### config.mk
export PLATFORM = sky130hd
export DESIGN_NAME = tbs_queue
export DESIGN_NICKNAME = d
export VERILOG_FILES = /design/src/rtl/tbs_pkg.sv /design/src/rtl/tbs_queue.sv
export SDC_FILE = /design/constraint.sdc
export NUM_CORES = 1
export LEC_CHECK = 0
export ABC_AREA = 1
export BUFFER_PORTS_ARGS = -buffer_cell sky130_fd_sc_hd__buf_4
export CAP_MARGIN = 20
export CORE_MARGIN = 2
export CORE_UTILIZATION = 52
export CTS_BUF_LIST = sky130_fd_sc_hd__clkbuf_16
export DETAILED_ROUTE_END_ITERATION = 10
export PLACE_DENSITY = 0.76
export SKIP_LAST_GASP = 1
export SLEW_MARGIN = 20
export SYNTH_ARGS = -nofsm -noshare
export SYNTH_HDL_FRONTEND = slang
export SYNTH_SLANG_ARGS = --single-unit
### constraint.sdc
create_clock -name clk -period 3.3 [get_ports clk]
set_clock_uncertainty 0.1 [all_clocks]
set_input_delay 0 -clock clk [delete_from_list [all_inputs] [get_ports clk]]
set_output_delay 0 -clock clk [all_outputs]
set_load 0.03 [all_outputs]
### src/rtl/tbs_pkg.sv
// ----------------------------------------------------------------------------
// tbs_pkg
// shared types, constants and helpers of the bilinear texture sampler
// ----------------------------------------------------------------------------
package tbs_pkg;

	localparam int CH_BITS    = 16;
	localparam int TEXEL_BITS = 4 * CH_BITS;
	localparam int FRAC_BITS  = 16;
	localparam int COORD_BITS = 18;
	localparam int FIX_BITS   = FRAC_BITS + 1;
	localparam int IDX_BITS   = 10;
	localparam int SIZE_BITS  = IDX_BITS + 1;
	localparam int REG_BITS   = 7;
	localparam int PROD_BITS  = FIX_BITS + SIZE_BITS;

	localparam logic [FIX_BITS-1:0] ONE_FIX  = FIX_BITS'(1) << FRAC_BITS;
	localparam logic [FIX_BITS-1:0] ZERO_FIX = '0;
	localparam logic [SIZE_BITS-1:0] MIN_SIZE = SIZE_BITS'(2);

	localparam logic CFG_WIDTH  = 1'b0;
	localparam logic CFG_HEIGHT = 1'b1;

	typedef enum logic [1:0] {
		OP_WRITE    = 2'd0,
		OP_READ     = 2'd1,
		OP_NEAREST  = 2'd2,
		OP_BILINEAR = 2'd3
	} op_t;

	typedef enum logic [2:0] {
		ST_IDLE,
		ST_BASE,
		ST_WRITE,
		ST_FETCH,
		ST_LATCH,
		ST_LERP,
		ST_DONE
	} state_t;

	// one decoded job handed from the front to the back
	typedef struct packed {
		op_t                   op;
		logic                  err;
		logic [IDX_BITS-1:0]   ix;
		logic [IDX_BITS-1:0]   iy;
		logic [FIX_BITS-1:0]   fu;
		logic [FIX_BITS-1:0]   fv;
		logic [TEXEL_BITS-1:0] data;
	} job_t;

	// size register as used: below two acts as two, above the maximum as the maximum
	function automatic logic [SIZE_BITS-1:0] eff_size(input logic [REG_BITS-1:0] r,
			input logic [SIZE_BITS-1:0] m);
		logic [SIZE_BITS-1:0] rv;
		rv = SIZE_BITS'(r);
		if (rv < MIN_SIZE) return MIN_SIZE;
		if (rv > m) return m;
		return rv;
	endfunction

	// signed q1.16 coordinate clamped to 0..1
	function automatic logic [FIX_BITS-1:0] clamp_coord(input logic [COORD_BITS-1:0] c);
		if (c[COORD_BITS-1]) return ZERO_FIX;
		if (c[FIX_BITS-1:0] > ONE_FIX) return ONE_FIX;
		return c[FIX_BITS-1:0];
	endfunction

endpackage

### src/rtl/tbs_queue.sv
// ----------------------------------------------------------------------------
// tbs_queue
// short job queue between front and back
// ----------------------------------------------------------------------------
module tbs_queue (
	input  logic          clk,
	input  logic          arst_n,
	input  logic          push,
	input  tbs_pkg::job_t push_job,
	output logic          full,
	input  logic          pop,
	output tbs_pkg::job_t head,
	output logic          empty
);

	tbs_pkg::job_t slot_q [4];
	logic [1:0]    wr_q;
	logic [1:0]    rd_q;
	logic [2:0]    cnt_q;

	assign full  = cnt_q[2];
	assign empty = (cnt_q == 3'd0);
	assign head  = slot_q[rd_q];

	always_ff @(posedge clk or negedge arst_n) begin
		if (!arst_n) begin
			wr_q  <= '0;
			rd_q  <= '0;
			cnt_q <= '0;
		end else begin
			if (push) wr_q <= wr_q + 2'd1;
			if (pop) rd_q <= rd_q + 2'd1;
			if (push && !pop) cnt_q <= cnt_q + 3'd1;
			else if (pop && !push) cnt_q <= cnt_q - 3'd1;
		end
	end

	always_ff @(posedge clk) begin
		if (push) slot_q[wr_q] <= push_job;
	end

endmodule

==> out/results.tsv, run 1 <==
metric	value	unit
status	finished, final reports clean	
area_growth	23.8	%
synth_simple_gate_area_share	7.23	%
cp-startpoint	rd_q[0]	
synth_edf_count	484	
seq_area_frac_synth	74.4	%
synth.largest_area_cell	edfxtp_1	
io-pin-count	248	
numCtsBuffers	48	
synth_top_area_share	73.6	%
clk_pin_slew_worst_paths	0.06	ns
synthCells	1459	
synthMuxAreaShare	0	%
cts_buffer_depth	3	
critPathKind	reg -> out	
drtPass1Iterations	5	
final_area	24500	um2
cts_num_sinks	491	
postSynthAreaPerCell	13.5	um2
coreArea	37600	um2
fp.dieArea	39600	um2
antenna_cells	0	
start_util	52.6	%
grt.total_usage	20.5	%
clk_latency	0.56	ns
io_buffer_count	247	
yosys_warnings	0	
fill_cells	2584	
total_power	22.8	mW
wl	40100	um
cp.arrival	2.54	ns
htreeDepth	2	
drc	0	
fin_util	65.1	%
fin_hold_ws	0.0725	ns
synthTopCellsByCount	edfxtp_1 (484), nand2_1 (376), inv_1 (253)	
grt_pass1_wl	62500	um
period_needed	2.64	ns
drv_cap	0	
tightest_slew	0.934	ns
synthTopCellsByArea	edfxtp_1 (74%), o211ai_1 (9.2%), nand2_1 (7.1%), inv_1 (4.8%), buf_6 (2.7%)	
hold_path.class	in -> reg	
synthesis.nets	1590	
gp_congestion	0.743	
leakage	9.79	nW
clockRootBuffer	clkbuf_16	
hp-start	push_job[85]	
avgViaCountPerCell	5.06	
drtAntennaViolNets	0	
cts_tree	built	
drv_slew	0	
r2r_start	wr_q[0]	
synth.distinct_cells	18	
ys.flop_type	edfxtp_1	
synth-async-reset-ratio	1.43	%
synthXorXnorAreaFrac	0.177	%
slew_headroom	37.7	%
syn_area	19800	um2
antenna_found_initial	0	
final-hold-violation-count	0	
drt_iter0_markers	621	
finalSetupTns	0	ns
rsz0062_at_grt	false	
synth_most_common_cell	edfxtp_1	
start_kind	register	
setup_viol	0	
postPlaceCellArea	21800	um2
vias	12000	
crit_fanout	117	
synth_compound_area_share	9.22	%
dp_hpwl	22200	um
ctsResizeCount	0	
clock.fmax	379	MHz
wire_per_inst	17.0	um
die-height	199	um
drive_gt1_share	17.9	%
core.rowCount	71	
powerDensity	933	nW/um2
peakVddDrop	715	uV
endpoint_kind	output port	
nets	1951	
die_x	199	um
worst_ep_required_time	3.20	ns
grt_pass1_vias	12300	
min_period_over_period	80.1	%
grt.overflow.total	0	
ys_seq_elements	491	
grt_max_degree	122	
synth_top_family_by_area	compound AO/OA/AOI/OAI gates	
synth_fa_ha_area_share	0.418	%
## cells in the final DEF (no fill, tap or decap)
master	Yosys	routed
o211ai_1	242	242
inv_1	253	267
dfrtp_1	7	5
clkinv_2	0	4
ha_1	5	5
buf_4	12	259
nand3_1	1	1
nor3_1	1	1
buf_12	0	9
clkinv_1	0	7
dlygate4sd3_1	0	125
bufinv_16	0	1
clkbuf_16	0	49
fa_1	1	1
inv_4	0	1
xnor2_1	1	1
edfxtp_1	484	484
nand2_1	376	376
clkinvlp_4	0	6
xor2_1	3	3
dfrtp_4	0	2
o21ai_0	1	1
nand4_1	1	1
## path summary, 6_finish.rpt
check / end / slack [ns] / cells after the start
max in group asynchronous: rd_q[1] / 2.43 / 3
min in group asynchronous: cnt_q[2] / 0.33 / 3
hold / removal: slot_q[1][85] / 0.07 / 2
setup reg to reg: slot_q[0][72] / 1.06 / 5
setup / recovery: head[118] / 0.66 / 5
hold reg to reg: wr_q[0] / 0.43 / 1
## per-layer routing
| metal | vias to the layer above | part of all wire, % | GRT usage (%) |
|---|---|---|---|
| met4 | 0 | 2.6 | 7.96 |
| met3 | 70 | 6.6 | 4.14 |
| met2 | 345 | 52 | 37.2 |
| li1 | 5793 | - | - |
| met1 | 5751 | 39 | 24.1 |
| met5 | - | 0 | 0 |
## state kept, by name, summed over array words and instances (netlist names)
register	count
cnt_q	3
rd_q	2
slot_q	484
wr_q	2
## layout make-up
class                      count  area [um2]  share of cell area [%]
tap                          511         639                    2.61
sequential                   491       14700                    60.2
clock inverter                32         159                   0.650
timing repair buffer         393        3380                    13.8
clock buffer                  49        1230                    5.01
inverter                     254         971                    3.97
multi-input combinational    632        3370                    13.8
## cells by family after synthesis
kind of cell,Yosys count
flip-flops,491
AO/OA/AOI/OAI,243
adder cells (fa/ha/maj),6
buffers and inverters,336
AND/OR/NAND/NOR,379
XOR/XNOR,4
## worst max-delay path, stage by stage, from the launching register on
cell and delay, ns:
dfrtp_4 0.90, buf_12 0.40, nand2_1 0.13, o211ai_1 0.11, nand2_1 0.09, buf_4 0.18
## power by group
group	leakage (nW)	switching (mW)	internal [mW]
logic	4.52	6.37	3.03
registers	4.53	0.400	8.16
clock network	0.741	2.12	2.73
total	9.79	8.89	13.9
## per-stage QoR
stage,worst slack [ns],std cells
floorplan,0.299,1459
global route,0.437,2362
CTS,0.634,2362
finish,0.658,2362
global placement,1.11,2156
detailed placement,1.08,2156
## what timing repair did
item | in CTS | in global routing
endpoints found under the hold margin | 498 | 0
setup buffers | 0 | 0
endpoints found under the setup margin | 0 | 0
hold buffers | 125 | 0
Power figures use the tool's default switching activity.
==> run 2: changes to the inputs <==
--- a/config.mk
+++ b/config.mk
@@ -5,14 +5,14 @@
 export SDC_FILE = /design/constraint.sdc
 export NUM_CORES = 1
 export LEC_CHECK = 0
-export ABC_AREA = 1
+export ABC_AREA = 0
 export BUFFER_PORTS_ARGS = -buffer_cell sky130_fd_sc_hd__buf_4
 export CAP_MARGIN = 20
 export CORE_MARGIN = 2
-export CORE_UTILIZATION = 52
+export CORE_UTILIZATION = 51
 export CTS_BUF_LIST = sky130_fd_sc_hd__clkbuf_16
 export DETAILED_ROUTE_END_ITERATION = 10
-export PLACE_DENSITY = 0.76
+export PLACE_DENSITY = 0.75
 export SKIP_LAST_GASP = 1
 export SLEW_MARGIN = 20
 export SYNTH_ARGS = -nofsm -noshare
==> constraint.sdc (replaced) <==
create_clock -name clk -period 2.4 [get_ports clk]
set_clock_uncertainty 0.1 [all_clocks]
set_input_delay 0 -clock clk [delete_from_list [all_inputs] [get_ports clk]]
set_output_delay 0 -clock clk [all_outputs]
set_load 0.03 [all_outputs]
==> out/results.tsv, run 2 <==
metric	value	unit
drv_cap	0	
fill_cells	2114	
avgViaCountPerCell	5.36	
largest_register_ffs	484	
cts_tree	built	
core.rowCount	68	
numCtsBuffers	49	
r2r_start	wr_q[0]	
seq_area_frac_synth	82.5	%
die_x	191	um
antenna_cells	0	
postPlaceCellArea	20500	um2
crit_chain	buf_12 -> buf_12 -> mux4_2 -> buf_4	
max_stage_delay	0.57	ns
layout_common_cells	edfxtp_1 (484), buf_4 (258), dlygate4sd3_1 (125)	
die-height	191	um
switchingPower	9.83	mW
drt_iter0_markers	559	
wire_per_inst	22.6	um
io-pin-count	248	
io_buffer_count	247	
final_cells	1584	
grt.overflow.total	0	
grt.total_usage	19.8	%
drive_gt1_share	42.0	%
clockRootBuffer	clkbuf_16	
total_power	30.1	mW
postLayoutSetupSlackWorst	0.138	ns
start_util	51.8	%
dp_hpwl	20900	um
clk_latency	0.56	ns
critPathKind	reg -> out	
power_frac_seq	38.6	%
cp.arrival	2.16	ns
final-hold-violation-count	0	
synth_top_family_by_area	multiplexers	
place_ws	0.464	ns
crit_top_cell	buf_12	
slowest_stage	mux4_2	
regMostFlops	slot_q	
leakage	8.17	nW
vias	8487	
start_kind	register	
grt_pass1_wl	53700	um
drtAntennaViolNets	0	
worst_ep_required_time	2.30	ns
crit_fanout	27	
postSynthAreaPerCell	26.8	um2
p_sw_share	32.7	%
synth.largest_area_cell	edfxtp_1	
reg_top3	slot_q x484, cnt_q x3	
clk_pin_slew_worst_paths	0.06	ns
period_needed	2.26	ns
area_growth	31.2	%
wl	35900	um
synth_edf_count	484	
finalSetupTns	0	ns
synth_top_area_share	81.5	%
synthMuxAreaShare	15.3	%
antenna_found_initial	0	
cp-startpoint	rd_q[0]	
grt_max_degree	62	
synth_fa_ha_area_share	0.463	%
tightest_slew	0.504	ns
ys_seq_elements	491	
final_area	23400	um2
dp_cells	1366	
synth_simple_gate_area_share	0.231	%
synthTopCellsByCount	edfxtp_1 (484), mux4_2 (121), buf_2 (14)	
cts_num_sinks	491	
power.share.clock	24.6	%
slew_headroom	66.4	%
endpoint_kind	output port	
synthCells	666	
min_period_over_period	94.3	%
comb_power_share	36.9	%
critPathTopFamily	buffers and inverters	
synthTopCellsByArea	edfxtp_1 (81%), mux4_2 (15%), dfrtp_1 (0.98%), buf_6 (0.57%), buf_2 (0.39%)	
synth.distinct_cells	18	
coreArea	34500	um2
drv_slew	0	
power.internal	20.2	mW
synth-async-reset-ratio	1.43	%
final_common_cell	edfxtp_1	
nets	1223	
yosys_warnings	0	
drtPass1Iterations	5	
hp-start	push_job[107]	
synthXorXnorAreaFrac	0.295	%
status	finished, final reports clean	
syn_area	17800	um2
fp.dieArea	36500	um2
fin_util	67.9	%
synth_most_common_cell	edfxtp_1	
drc	0	
synthesis.nets	797	
synth_compound_area_share	0.0281	%
fin_hold_ws	0.0785	ns
cp_num_buf_inv	3	
htreeDepth	2	
grt_pass1_vias	9299	
clock.fmax	442	MHz
ys.flop_type	edfxtp_1	
hold_path.class	in -> reg	
rsz0062_at_grt	false	
peakVddDrop	840	uV
cts_buffer_depth	3	
setup_viol	0	
gp_congestion	0.687	
powerDensity	1280	nW/um2
==> run 2: final timing paths <==
kind,endpoint,slack [ns],cells after the start
setup / recovery,head[56],0.14,4
min in group asynchronous,wr_q[0],0.35,3
max in group asynchronous,rd_q[0],1.51,3
hold / removal,slot_q[0][107],0.08,2
setup reg to reg,slot_q[2][60],0.56,4
hold reg to reg,cnt_q[2],0.41,1
==> run 2: logic make-up (layout without fill, tap and decap cells) <==
group | after synthesis | after routing
DFF | 491 | 491
xor gates and xnor gates | 6 | 6
muxes | 122 | 122
buffers and inverters | 32 | 495
AOI/OAI and AO/OA | 1 | 1
and+or+nand+nor | 8 | 8
adders and majority gates | 6 | 6
==> run 2: worst reg2reg max path, cell delays in order (launching register included) <==
cell	delay (ns)
dfrtp_1	0.43
inv_1	0.11
ha_1	0.15
and2_4	0.42
buf_12	0.28
==> run 2: layout make-up <==
class                   count  area (um2)  share of cell area [%]
flip-flops and latches    491       14700                    62.9
repair buffers            403        3600                    15.4
multi-input cells         143        2930                    12.5
clock buffers              51        1280                    5.45
well taps                 455         569                    2.43
clock inverters            37         302                    1.29
inverters                   4        15.0                  0.0641
==> run 2: routing by layer <==
layer | share of wire, % | GRT usage, % | vias to the layer above
li1 | - | - | 3739
met1 | 39 | 24.7 | 4429
met2 | 53 | 35.2 | 256
met3 | 5.2 | 3.60 | 63
met4 | 2.4 | 6.59 | 0
met5 | 0 | 0 | -
==> run 2: power by group through the flow <==
stage | Clock (mW) | Combinational, mW | Sequential [mW]
global route | 7.86 | 11.7 | 11.7
detailed placement | 0 | 10.8 | 11.8
finish | 7.39 | 11.1 | 11.6
CTS | 7.55 | 11.1 | 11.6
floorplan | 0 | 7.08 | 11.6
global placement | 0 | 10.7 | 11.7
==> run 2: what timing repair did <==
action | 4_1_cts | 5_1_grt
buffers inserted | 2 | 2
resized for setup | 2 | 0
endpoints found under the setup margin | 103 | 11
cloned | 0 | 1
endpoints found under the hold margin | 511 | 0
hold buffers | 125 | 0
pin swaps | 0 | 0
