--- config.mk ---
export PLATFORM = sky130hd
export DESIGN_NAME = tbs_front_flat
export DESIGN_NICKNAME = d
export VERILOG_FILES = /design/src/rtl/tbs_pkg.sv /design/src/rtl/tbs_if.sv /design/src/rtl/tbs_front.sv /design/src/flat_wrapper.sv
export SDC_FILE = /design/constraint.sdc
export NUM_CORES = 1
export LEC_CHECK = 0
export ABC_CLOCK_PERIOD_IN_PS = 9990
export BUFFER_PORTS_ARGS = -buffer_cell sky130_fd_sc_hd__buf_2
export CAP_MARGIN = 20
export CORE_MARGIN = 1
export CORE_UTILIZATION = 60
export DETAILED_ROUTE_END_ITERATION = 7
export GPL_TIMING_DRIVEN = 1
export HOLD_SLACK_MARGIN = 0.06
export PLACE_DENSITY_LB_ADDON = 0.12
export SKIP_CTS_REPAIR_TIMING = 1
export SYNTH_ARGS = -nofsm -noshare
export SYNTH_HDL_FRONTEND = slang
export SYNTH_SLANG_ARGS = --single-unit
--- constraint.sdc ---
create_clock -name clk -period 9.99 [get_ports clk]
set_input_delay 0.999 -clock clk [delete_from_list [all_inputs] [get_ports clk]]
set_output_delay 0.999 -clock clk [all_outputs]
set_load 0.01 [all_outputs]
--- src/rtl/tbs_pkg.sv ---
// ----------------------------------------------------------------------------
// tbs_pkg
// shared types, constants and helpers of the bilinear texture sampler
// ----------------------------------------------------------------------------
package tbs_pkg;

	localparam int CH_BITS    = 16;
	localparam int TEXEL_BITS = 4 * CH_BITS;
	localparam int FRAC_BITS  = 16;
	localparam int COORD_BITS = 18;
	localparam int FIX_BITS   = FRAC_BITS + 1;
	localparam int IDX_BITS   = 10;
	localparam int SIZE_BITS  = IDX_BITS + 1;
	localparam int REG_BITS   = 7;
	localparam int PROD_BITS  = FIX_BITS + SIZE_BITS;

	localparam logic [FIX_BITS-1:0] ONE_FIX  = FIX_BITS'(1) << FRAC_BITS;
	localparam logic [FIX_BITS-1:0] ZERO_FIX = '0;
	localparam logic [SIZE_BITS-1:0] MIN_SIZE = SIZE_BITS'(2);

	localparam logic CFG_WIDTH  = 1'b0;
	localparam logic CFG_HEIGHT = 1'b1;

	typedef enum logic [1:0] {
		OP_WRITE    = 2'd0,
		OP_READ     = 2'd1,
		OP_NEAREST  = 2'd2,
		OP_BILINEAR = 2'd3
	} op_t;

	typedef enum logic [2:0] {
		ST_IDLE,
		ST_BASE,
		ST_WRITE,
		ST_FETCH,
		ST_LATCH,
		ST_LERP,
		ST_DONE
	} state_t;

	// one decoded job handed from the front to the back
	typedef struct packed {
		op_t                   op;
		logic                  err;
		logic [IDX_BITS-1:0]   ix;
		logic [IDX_BITS-1:0]   iy;
		logic [FIX_BITS-1:0]   fu;
		logic [FIX_BITS-1:0]   fv;
		logic [TEXEL_BITS-1:0] data;
	} job_t;

	// size register as used: below two acts as two, above the maximum as the maximum
	function automatic logic [SIZE_BITS-1:0] eff_size(input logic [REG_BITS-1:0] r,
			input logic [SIZE_BITS-1:0] m);
		logic [SIZE_BITS-1:0] rv;
		rv = SIZE_BITS'(r);
		if (rv < MIN_SIZE) return MIN_SIZE;
		if (rv > m) return m;
		return rv;
	endfunction

	// signed q1.16 coordinate clamped to 0..1
	function automatic logic [FIX_BITS-1:0] clamp_coord(input logic [COORD_BITS-1:0] c);
		if (c[COORD_BITS-1]) return ZERO_FIX;
		if (c[FIX_BITS-1:0] > ONE_FIX) return ONE_FIX;
		return c[FIX_BITS-1:0];
	endfunction

endpackage

--- src/rtl/tbs_if.sv ---
// ----------------------------------------------------------------------------
// tbs interfaces
// request, result and configuration channels of the texture sampler
// ----------------------------------------------------------------------------
interface tbs_req_if;
	logic        valid;
	logic        ready;
	logic [1:0]  op;
	logic [5:0]  texel_x;
	logic [5:0]  texel_y;
	logic signed [17:0] coord_u;
	logic signed [17:0] coord_v;
	logic [15:0] in_red;
	logic [15:0] in_green;
	logic [15:0] in_blue;
	logic [15:0] in_alpha;

	modport source (output valid, op, texel_x, texel_y, coord_u, coord_v,
		in_red, in_green, in_blue, in_alpha, input ready);
	modport sink (input valid, op, texel_x, texel_y, coord_u, coord_v,
		in_red, in_green, in_blue, in_alpha, output ready);
endinterface


--- src/rtl/tbs_front.sv ---
// ----------------------------------------------------------------------------
// tbs_front
// accepts items, scales coordinates and classifies them into jobs
// ----------------------------------------------------------------------------
module tbs_front (
	input  logic                          clk,
	input  logic                          arst_n,
	input  logic [tbs_pkg::SIZE_BITS-1:0] w,
	input  logic [tbs_pkg::SIZE_BITS-1:0] h,
	tbs_req_if.sink                       req,
	output logic                          push,
	output tbs_pkg::job_t                 push_job,
	input  logic                          full
);

	logic                             valid_s1;
	tbs_pkg::op_t                     op_s1;
	logic [5:0]                       tx_s1;
	logic [5:0]                       ty_s1;
	logic [tbs_pkg::TEXEL_BITS-1:0]   data_s1;
	logic [tbs_pkg::PROD_BITS-1:0]    pu_s1;
	logic [tbs_pkg::PROD_BITS-1:0]    pv_s1;

	logic                             in_range;
	logic                             drop;
	logic                             adv;
	logic [tbs_pkg::IDX_BITS-1:0]     ixn;
	logic [tbs_pkg::IDX_BITS-1:0]     iyn;
	logic [tbs_pkg::IDX_BITS-1:0]     ixb;
	logic [tbs_pkg::IDX_BITS-1:0]     iyb;
	logic [tbs_pkg::PROD_BITS-1:0]    du;
	logic [tbs_pkg::PROD_BITS-1:0]    dv;

	assign req.ready = !valid_s1 || adv;

	always_ff @(posedge clk or negedge arst_n) begin
		if (!arst_n) begin
			valid_s1 <= 1'b0;
		end else if (req.ready) begin
			valid_s1 <= req.valid;
		end
	end

	// scale stage: clamped coordinate times (size - 1)
	always_ff @(posedge clk) begin
		if (req.valid && req.ready) begin
			op_s1   <= tbs_pkg::op_t'(req.op);
			tx_s1   <= req.texel_x;
			ty_s1   <= req.texel_y;
			data_s1 <= {req.in_alpha, req.in_blue, req.in_green, req.in_red};
			pu_s1   <= tbs_pkg::PROD_BITS'(tbs_pkg::clamp_coord(req.coord_u))
				* tbs_pkg::PROD_BITS'(w - tbs_pkg::SIZE_BITS'(1));
			pv_s1   <= tbs_pkg::PROD_BITS'(tbs_pkg::clamp_coord(req.coord_v))
				* tbs_pkg::PROD_BITS'(h - tbs_pkg::SIZE_BITS'(1));
		end
	end

	always_comb begin
		in_range = (tbs_pkg::SIZE_BITS'(tx_s1) < w) && (tbs_pkg::SIZE_BITS'(ty_s1) < h);
		drop     = (op_s1 == tbs_pkg::OP_WRITE) && !in_range;
		adv      = drop || !full;
		push     = valid_s1 && !drop && !full;

		ixn = pu_s1[tbs_pkg::FRAC_BITS +: tbs_pkg::IDX_BITS];
		iyn = pv_s1[tbs_pkg::FRAC_BITS +: tbs_pkg::IDX_BITS];
		// last column or row: step back one, fraction becomes one
		ixb = ixn;
		iyb = iyn;
		if (tbs_pkg::SIZE_BITS'(ixn) >= w - tbs_pkg::SIZE_BITS'(1)) begin
			ixb = tbs_pkg::IDX_BITS'(w - tbs_pkg::SIZE_BITS'(2));
		end
		if (tbs_pkg::SIZE_BITS'(iyn) >= h - tbs_pkg::SIZE_BITS'(1)) begin
			iyb = tbs_pkg::IDX_BITS'(h - tbs_pkg::SIZE_BITS'(2));
		end
		du = pu_s1 - (tbs_pkg::PROD_BITS'(ixb) << tbs_pkg::FRAC_BITS);
		dv = pv_s1 - (tbs_pkg::PROD_BITS'(iyb) << tbs_pkg::FRAC_BITS);

		push_job.op   = op_s1;
		push_job.err  = (op_s1 == tbs_pkg::OP_READ) && !in_range;
		push_job.data = data_s1;
		push_job.fu   = du[tbs_pkg::FIX_BITS-1:0];
		push_job.fv   = dv[tbs_pkg::FIX_BITS-1:0];
		unique case (op_s1)
			tbs_pkg::OP_WRITE, tbs_pkg::OP_READ: begin
				push_job.ix = tbs_pkg::IDX_BITS'(tx_s1);
				push_job.iy = tbs_pkg::IDX_BITS'(ty_s1);
			end
			tbs_pkg::OP_NEAREST: begin
				push_job.ix = ixn;
				push_job.iy = iyn;
			end
			default: begin
				push_job.ix = ixb;
				push_job.iy = iyb;
			end
		endcase
	end

endmodule

--- src/flat_wrapper.sv ---
// flat-port wrapper written by rule: the top's interface ports become plain ports
module tbs_front_flat 
  (clk, arst_n, w, h, push, push_job, full, req_valid, req_op, req_texel_x, req_texel_y, req_coord_u, req_coord_v, req_in_red, req_in_green, req_in_blue, req_in_alpha, req_ready);
  tbs_req_if req_i ();
  input  logic clk;
  input  logic arst_n;
  input  logic [tbs_pkg::SIZE_BITS-1:0] w;
  input  logic [tbs_pkg::SIZE_BITS-1:0] h;
  output logic push;
  output tbs_pkg::job_t push_job;
  input  logic full;
  input wire logic [$bits(req_i.valid)-1:0] req_valid;
  input wire logic [$bits(req_i.op)-1:0] req_op;
  input wire logic [$bits(req_i.texel_x)-1:0] req_texel_x;
  input wire logic [$bits(req_i.texel_y)-1:0] req_texel_y;
  input wire logic [$bits(req_i.coord_u)-1:0] req_coord_u;
  input wire logic [$bits(req_i.coord_v)-1:0] req_coord_v;
  input wire logic [$bits(req_i.in_red)-1:0] req_in_red;
  input wire logic [$bits(req_i.in_green)-1:0] req_in_green;
  input wire logic [$bits(req_i.in_blue)-1:0] req_in_blue;
  input wire logic [$bits(req_i.in_alpha)-1:0] req_in_alpha;
  output wire logic [$bits(req_i.ready)-1:0] req_ready;
  assign req_i.valid = req_valid;
  assign req_i.op = req_op;
  assign req_i.texel_x = req_texel_x;
  assign req_i.texel_y = req_texel_y;
  assign req_i.coord_u = req_coord_u;
  assign req_i.coord_v = req_coord_v;
  assign req_i.in_red = req_in_red;
  assign req_i.in_green = req_in_green;
  assign req_i.in_blue = req_in_blue;
  assign req_i.in_alpha = req_in_alpha;
  assign req_ready = req_i.ready;
  tbs_front u_core (.clk(clk), .arst_n(arst_n), .w(w), .h(h), .req(req_i), .push(push), .push_job(push_job), .full(full));
endmodule
==> results of run 1 <==
## routing by layer
layer / routed length (um) / vias up / track usage, %
li1: - / 7125 / -
met4: 2390 / 0 / 14.2
met5: 0 / - / 0
met3: 5170 / 131 / 5.69
met2: 27700 / 790 / 56.4
met1: 23200 / 7955 / 45.6
## cells by family (layout without fill, tap and decap cells)
logic type               Yosys count  count (layout)  synth area share [%]
buffers and inverters            639             865                  11.9
multiplexers                      15              15                 0.724
XOR/XNOR                         106             106                  4.59
flip-flops                       131             131                  18.5
AND/OR/NAND/NOR                  614             614                  13.1
AO/OA/AOI/OAI                    143             143                  4.66
adder cells (fa/ha/maj)          552             552                  46.5
## through the flow
stage                     setup slack [ns]  instances  total power (uW)  hold slack (ns)  instance area, um2
after floorplan                       1.60       2200              1510            0.611               21300
after global placement                1.43       2849              1800            0.631               22900
after detailed placement              1.16       2849              1830            0.652               22900
after CTS                             1.62       2881              2530            0.292               23500
after global routing                  1.06       2881              2690            0.306               23500
final                                 1.43       2881              2530            0.309               23500
## report_power, final
group          switching (uW)  leakage [uW]  internal [uW]
logic                     675        0.0101            421
registers                37.8       0.00126            699
clock network             298      0.000299            400
total                    1010        0.0117           1520
## Yosys cell counts, types with 6 or more instances
library cell and n:
inv_1 535, fa_1 396, nor2_1 228, nand2_1 160, ha_1 156, edfxtp_1 130, nand3_1 117, xnor2_1 79
clkbuf_1 50, a21oi_1 41, buf_4 33, xor2_1 23, a21o_1 19, o21ai_0 18, nor2b_1 16, nand2b_1 15
nor3_1 13, and2_1 12, mux2i_1 12, buf_2 9, nor4_1 8, o21bai_1 8, or2_2 8, or3_1 8
inv_2 6
## cells in the final DEF (no fill, tap or decap), types with 12 or more instances in the layout
cell type	count
a21o_1	19
a21oi_1	40
and2_1	12
buf_2	262
buf_4	26
clkbuf_16	17
edfxtp_1	130
fa_1	396
ha_1	156
inv_1	535
mux2i_1	12
nand2_1	160
nand2b_1	15
nand3_1	117
nor2_1	228
nor2b_1	16
nor3_1	13
o21ai_0	18
xnor2_1	79
xor2_1	23
## worst paths after layout
kind                                                 to  cells after the start                   startpoint
max                          u_core.pu_s1[25]$_DFFE_PP_                     29                         w[0]
min                         u_core.valid_s1$_DFFE_PN0N_                      1                       arst_n
max reg2reg                u_core.data_s1[35]$_DFFE_PP_                     10    u_core.ty_s1[1]$_DFFE_PP_
min reg2reg                 u_core.valid_s1$_DFFE_PN0N_                      2  u_core.valid_s1$_DFFE_PN0N_
max in group asynchronous   u_core.valid_s1$_DFFE_PN0N_                      1                       arst_n
min in group clk            u_core.valid_s1$_DFFE_PN0N_                      2  u_core.valid_s1$_DFFE_PN0N_
## flip-flops by register name, summed over array words and instances, names as in the netlist
register         count
u_core.tx_s1         6
u_core.pv_s1        26
u_core.data_s1      64
u_core.pu_s1        26
u_core.valid_s1      1
u_core.op_s1         2
u_core.ty_s1         6
## layout make-up
type,count,share of cell area (%)
flip-flops and latches,131,16.7
inverters,545,8.71
multi-input cells,1430,63.1
clock buffers,17,1.81
clock inverters,15,0.826
repair buffers,288,6.42
well taps,455,2.42
==> flow_summary.toml, run 1 <==
[outcome]
status = "finished clean"

[worst_setup_path]
slowest_stage = "fa_1"
start_kind = "input pin"
cp_top_family = "adder cells"
max_stage_delay_ns = 0.54
crit_type = "input pin to flip-flop"
cp-end-kind = "flip-flop"
worstPathArrival_ns = 8.75
rrSetupSlack_ns = 5.67
cp.required_ns = 10.18
cp_max_fo = 17
cp_num_buf_inv = 8

[yosys]
ys_ff_latch = 131
synthCells = 2200
synth_top_area_cell = "fa_1"
synth_area_leaders = "fa_1 37%, edfxtp_1 18%, inv_1 9.4%"
synth_edf_count = 130
syn-num-nets = 2892
ys_types = 83
yosysWarnings = 0
synthFlopType = "edfxtp_1"
ys_async_sr_fraction_pct = 0.763
ys_seq_area_share_pct = 18.5
syn_avg_cell_area_um2 = 9.67
synth_area_mm2 = 0.0213
synth_top_area_share_pct = 37.3

[global_route]
grt_pass1_wl_mm = 92.8
gr-usage-all-layers_pct = 34.4
grt_max_degree = 66
gr-total-overflow = 0
antenna_found_initial = 0
grt_pass1_vias = 17000

[cts]
clkLatencyLatePin_ns = 0.46
cts.sinks = 131
htree_levels = 4
clk_pin_slew_ns = 0.07
root_buffer = "clkbuf_16"
cts_buffer_depth = 2
cts_tree = "built"
cts_buffers = 17

[timing]
clock_skew_ns = 0.0193
rsz0062_at_grt = "no"
timing_hold_violations_final = 0
relSlewSlack_pct = 31.0
post-route-period-util_pct = 85.7
fin_setup_tns_ns = 0
tightest_slew_ns = 1.03
final-setup-viol-count = 0
fmax_ghz = 0.117
finalCriticalPeriod_ns = 8.56
maxSlewViolCount = 0

[layout]
final_nets = 3105
drive_above_1_share_pct = 15.0
seq_area_mm2 = 0.00393
post-route-util_pct = 67.6
fillers = 2819
antenna_cells = 0
synthToLayoutAreaGrowth_pct = 10.4
multiInputGateArea_mm2 = 0.0148

[route]
wl_mm = 58.4
num_vias = 16000
drtIter0Drc = 1298
vias_per_cell = 5.55
drt-wirelength-per-cell_um = 20.3
drc = 0
ant_nets = 0
dr.pass1.iters = 5

[floorplanning]
die_area_mm2 = 0.0362
die_x_um = 190
coreArea_mm2 = 0.0347
start_util_pct = 61.3
io_pins = 263
chipHeight_um = 190
num_rows = 68

[pwr]
ir_drop_mv = 0.165
leakagePower_uw = 0.0117
power_density_mw_per_mm2 = 108

[flow_run]
drv_cap = 0

[placement]
dpl.hpwl_mm = 48.3
gp_congestion = 1.01
port_buffers = 262

[min_path]
hold_path_class = "input pin to asynchronous set/reset pin"
(Power assumes the default switching activity.)
==> inputs of run 2 (changes only) <==
--- a/config.mk
+++ b/config.mk
@@ -5,7 +5,7 @@
 export SDC_FILE = /design/constraint.sdc
 export NUM_CORES = 1
 export LEC_CHECK = 0
-export ABC_CLOCK_PERIOD_IN_PS = 9990
+export ABC_CLOCK_PERIOD_IN_PS = 10400
 export BUFFER_PORTS_ARGS = -buffer_cell sky130_fd_sc_hd__buf_2
 export CAP_MARGIN = 20
 export CORE_MARGIN = 1
==> constraint.sdc (replaced) <==
create_clock -name clk -period 10.4 [get_ports clk]
set_input_delay 1.04 -clock clk [delete_from_list [all_inputs] [get_ports clk]]
set_output_delay 1.04 -clock clk [all_outputs]
set_load 0.01 [all_outputs]
==> run 2 against run 1 <==
  * Cell area about the same
  * Clock power is 7.7% lower
  * Highest routed layer is now met5
  * Worst setup slack better by 0.14 ns
  * Largest power group unchanged
  * Worst hold slack better by 0.068 ns
  * Sequential share of layout area is essentially flat
  * Die area unchanged
  * Count of clock-buffer cells in the layout is the same
  * First-iteration DRC count rose by 3.5%
  * Final cell count about the same
==> flow_summary.toml, run 2 (synthesis results as in run 1) <==
[timing]
clock_skew_ns = 0.0174
fin_setup_tns_ns = 0
final-setup-viol-count = 0
post-route-period-util_pct = 84.9
maxSlewViolCount = 0
fmax_ghz = 0.113
timing_hold_violations_final = 0
tightest_slew_ns = 1.06
finalCriticalPeriod_ns = 8.83
relSlewSlack_pct = 28.8
rsz0062_at_grt = "no"

[worst_setup_path]
rrSetupSlack_ns = 6.14
cp_max_fo = 21
reg2regPathDepth = 10
worstPathArrival_ns = 9.07
cp.required_ns = 10.64
r2r_end = "u_core.ty_s1[5]$_DFFE_PP_"
cp-end-kind = "flip-flop"
start_kind = "input pin"
crit_path_start = "h[0]"
crit_type = "input pin to flip-flop"
r2r_start = "u_core.tx_s1[1]$_DFFE_PP_"
crit_end = "u_core.pv_s1[24]$_DFFE_PP_"

[route]
vias_per_cell = 5.59
wl_met2_mm = 27.7
wl_met1_mm = 22.9
drc = 0
drtIter0Drc = 1343
top_layer_used = "met5"
wl_mm = 58.5
num_vias = 16100
ant_nets = 0
drt-wirelength-per-cell_um = 20.3
dr.pass1.iters = 6
met3_length_mm = 5.14

[pwr]
p_comb_share_pct = 43.9
ir_drop_mv = 0.130
switching_share_pct = 40.2
pwr-share-clk_pct = 26.7
power_density_mw_per_mm2 = 103
seq_power_share_pct = 29.4
internal-power_uw = 1440
p_sw_uw = 969
leakagePower_uw = 0.0117

[layout]
reg_top3 = "u_core.data_s1: 64 flops, u_core.pu_s1: 26 flops, u_core.pv_s1: 26 flops"
fillers = 2872
mostFrequentLayoutCells = "535 x inv_1, 396 x fa_1, 262 x buf_2"
synthToLayoutAreaGrowth_pct = 10.3
final_cells = 2882
final_nets = 3104
final_common_cell = "inv_1"
drive_above_1_share_pct = 14.9
largest-register = "u_core.data_s1"
largest_reg_flops = 64

[global_route]
gr-total-overflow = 0
grt_pass1_wl_mm = 92.4
gr-usage-all-layers_pct = 34.3
grt_max_degree = 73
antenna_found_initial = 3
grt_pass1_vias = 16700

[floorplanning]
coreArea_mm2 = 0.0347
chipHeight_um = 190
io_pins = 263
die_x_um = 190
die_area_mm2 = 0.0362
start_util_pct = 61.3
num_rows = 68

[flow_run]
drv_cap = 0

[placement]
port_buffers = 262
dp_cells = 2848
dpl.hpwl_mm = 48.6
gp_congestion = 0.969

[cts]
clk_pin_slew_ns = 0.08
root_buffer = "clkbuf_16"
cts_buffer_depth = 2
cts.sinks = 131
cts_buffers = 17
htree_levels = 4
cts_tree = "built"
clkLatencyLatePin_ns = 0.44

[outcome]
status = "finished clean"

[min_path]
hold_path_class = "input pin to asynchronous set/reset pin"
## run 2: metal layers
layer	vias up	track usage (%)
li1	7130	-
met1	8036	45.7
met5	-	0
met4	2	15.2
met2	807	56.0
met3	131	5.02
## run 2: through the flow
| stage | setup slack (ns) | total power, uW | util [%] | cell area (um2) | hold slack (ns) |
|---|---|---|---|---|---|
| after floorplan | 1.96 | 1450 | - | 21300 | 0.611 |
| after global placement | 1.33 | 1730 | 65.8 | 22900 | 0.636 |
| after detailed placement | 1.28 | 1760 | 65.8 | 22900 | 0.652 |
| after CTS | 1.68 | 2410 | 67.6 | 23500 | 0.367 |
| after global routing | 1.18 | 2570 | 67.6 | 23500 | 0.360 |
| final | 1.57 | 2410 | 67.6 | 23500 | 0.377 |
## run 2: power by group through the flow
stage | clock network, uW | logic, uW | registers, uW
after floorplan | 0 | 734 | 714
after global placement | 0 | 1020 | 718
after detailed placement | 0 | 1040 | 719
after CTS | 650 | 1050 | 708
after global routing | 665 | 1190 | 711
final | 644 | 1060 | 708
## run 2: worst min-delay path by stage
stage | endpoint | startpoint | depth (start not counted)
after floorplan | u_core.valid_s1$_DFFE_PN0N_ | u_core.valid_s1$_DFFE_PN0N_ | 2
after global placement | u_core.valid_s1$_DFFE_PN0N_ | u_core.valid_s1$_DFFE_PN0N_ | 2
after detailed placement | u_core.valid_s1$_DFFE_PN0N_ | u_core.valid_s1$_DFFE_PN0N_ | 2
after CTS | u_core.valid_s1$_DFFE_PN0N_ | arst_n | 1
after global routing | u_core.valid_s1$_DFFE_PN0N_ | arst_n | 1
final | u_core.valid_s1$_DFFE_PN0N_ | arst_n | 1
## run 2: worst max-delay path: stages
cell	delay, ns
buf_2	0.28
inv_1	0.39
ha_1	0.24
nor3b_2	0.32
nand2_1	0.14
or3_1	0.35
xnor2_1	0.56
nand2_1	0.19
fa_1	0.52
fa_1	0.47
fa_1	0.53
fa_1	0.55
inv_1	0.05
fa_1	0.47
inv_1	0.05
fa_1	0.48
inv_1	0.04
ha_1	0.34
inv_1	0.05
o21ai_0	0.32
a21oi_1	0.12
o21ai_1	0.25
a41oi_1	0.21
a211oi_1	0.50
a31oi_1	0.22
o311ai_1	0.36
## run 2: final cells by class
type	count	area [um2]	share of cell area, %
flip-flops and latches	131	3930	16.7
multi-input cells	1430	14800	63.2
diodes	2	5.00	0.0213
clock buffers	17	425	1.81
repair buffers	287	1500	6.39
clock inverters	15	170	0.725
inverters	545	2050	8.72
well taps	455	569	2.43
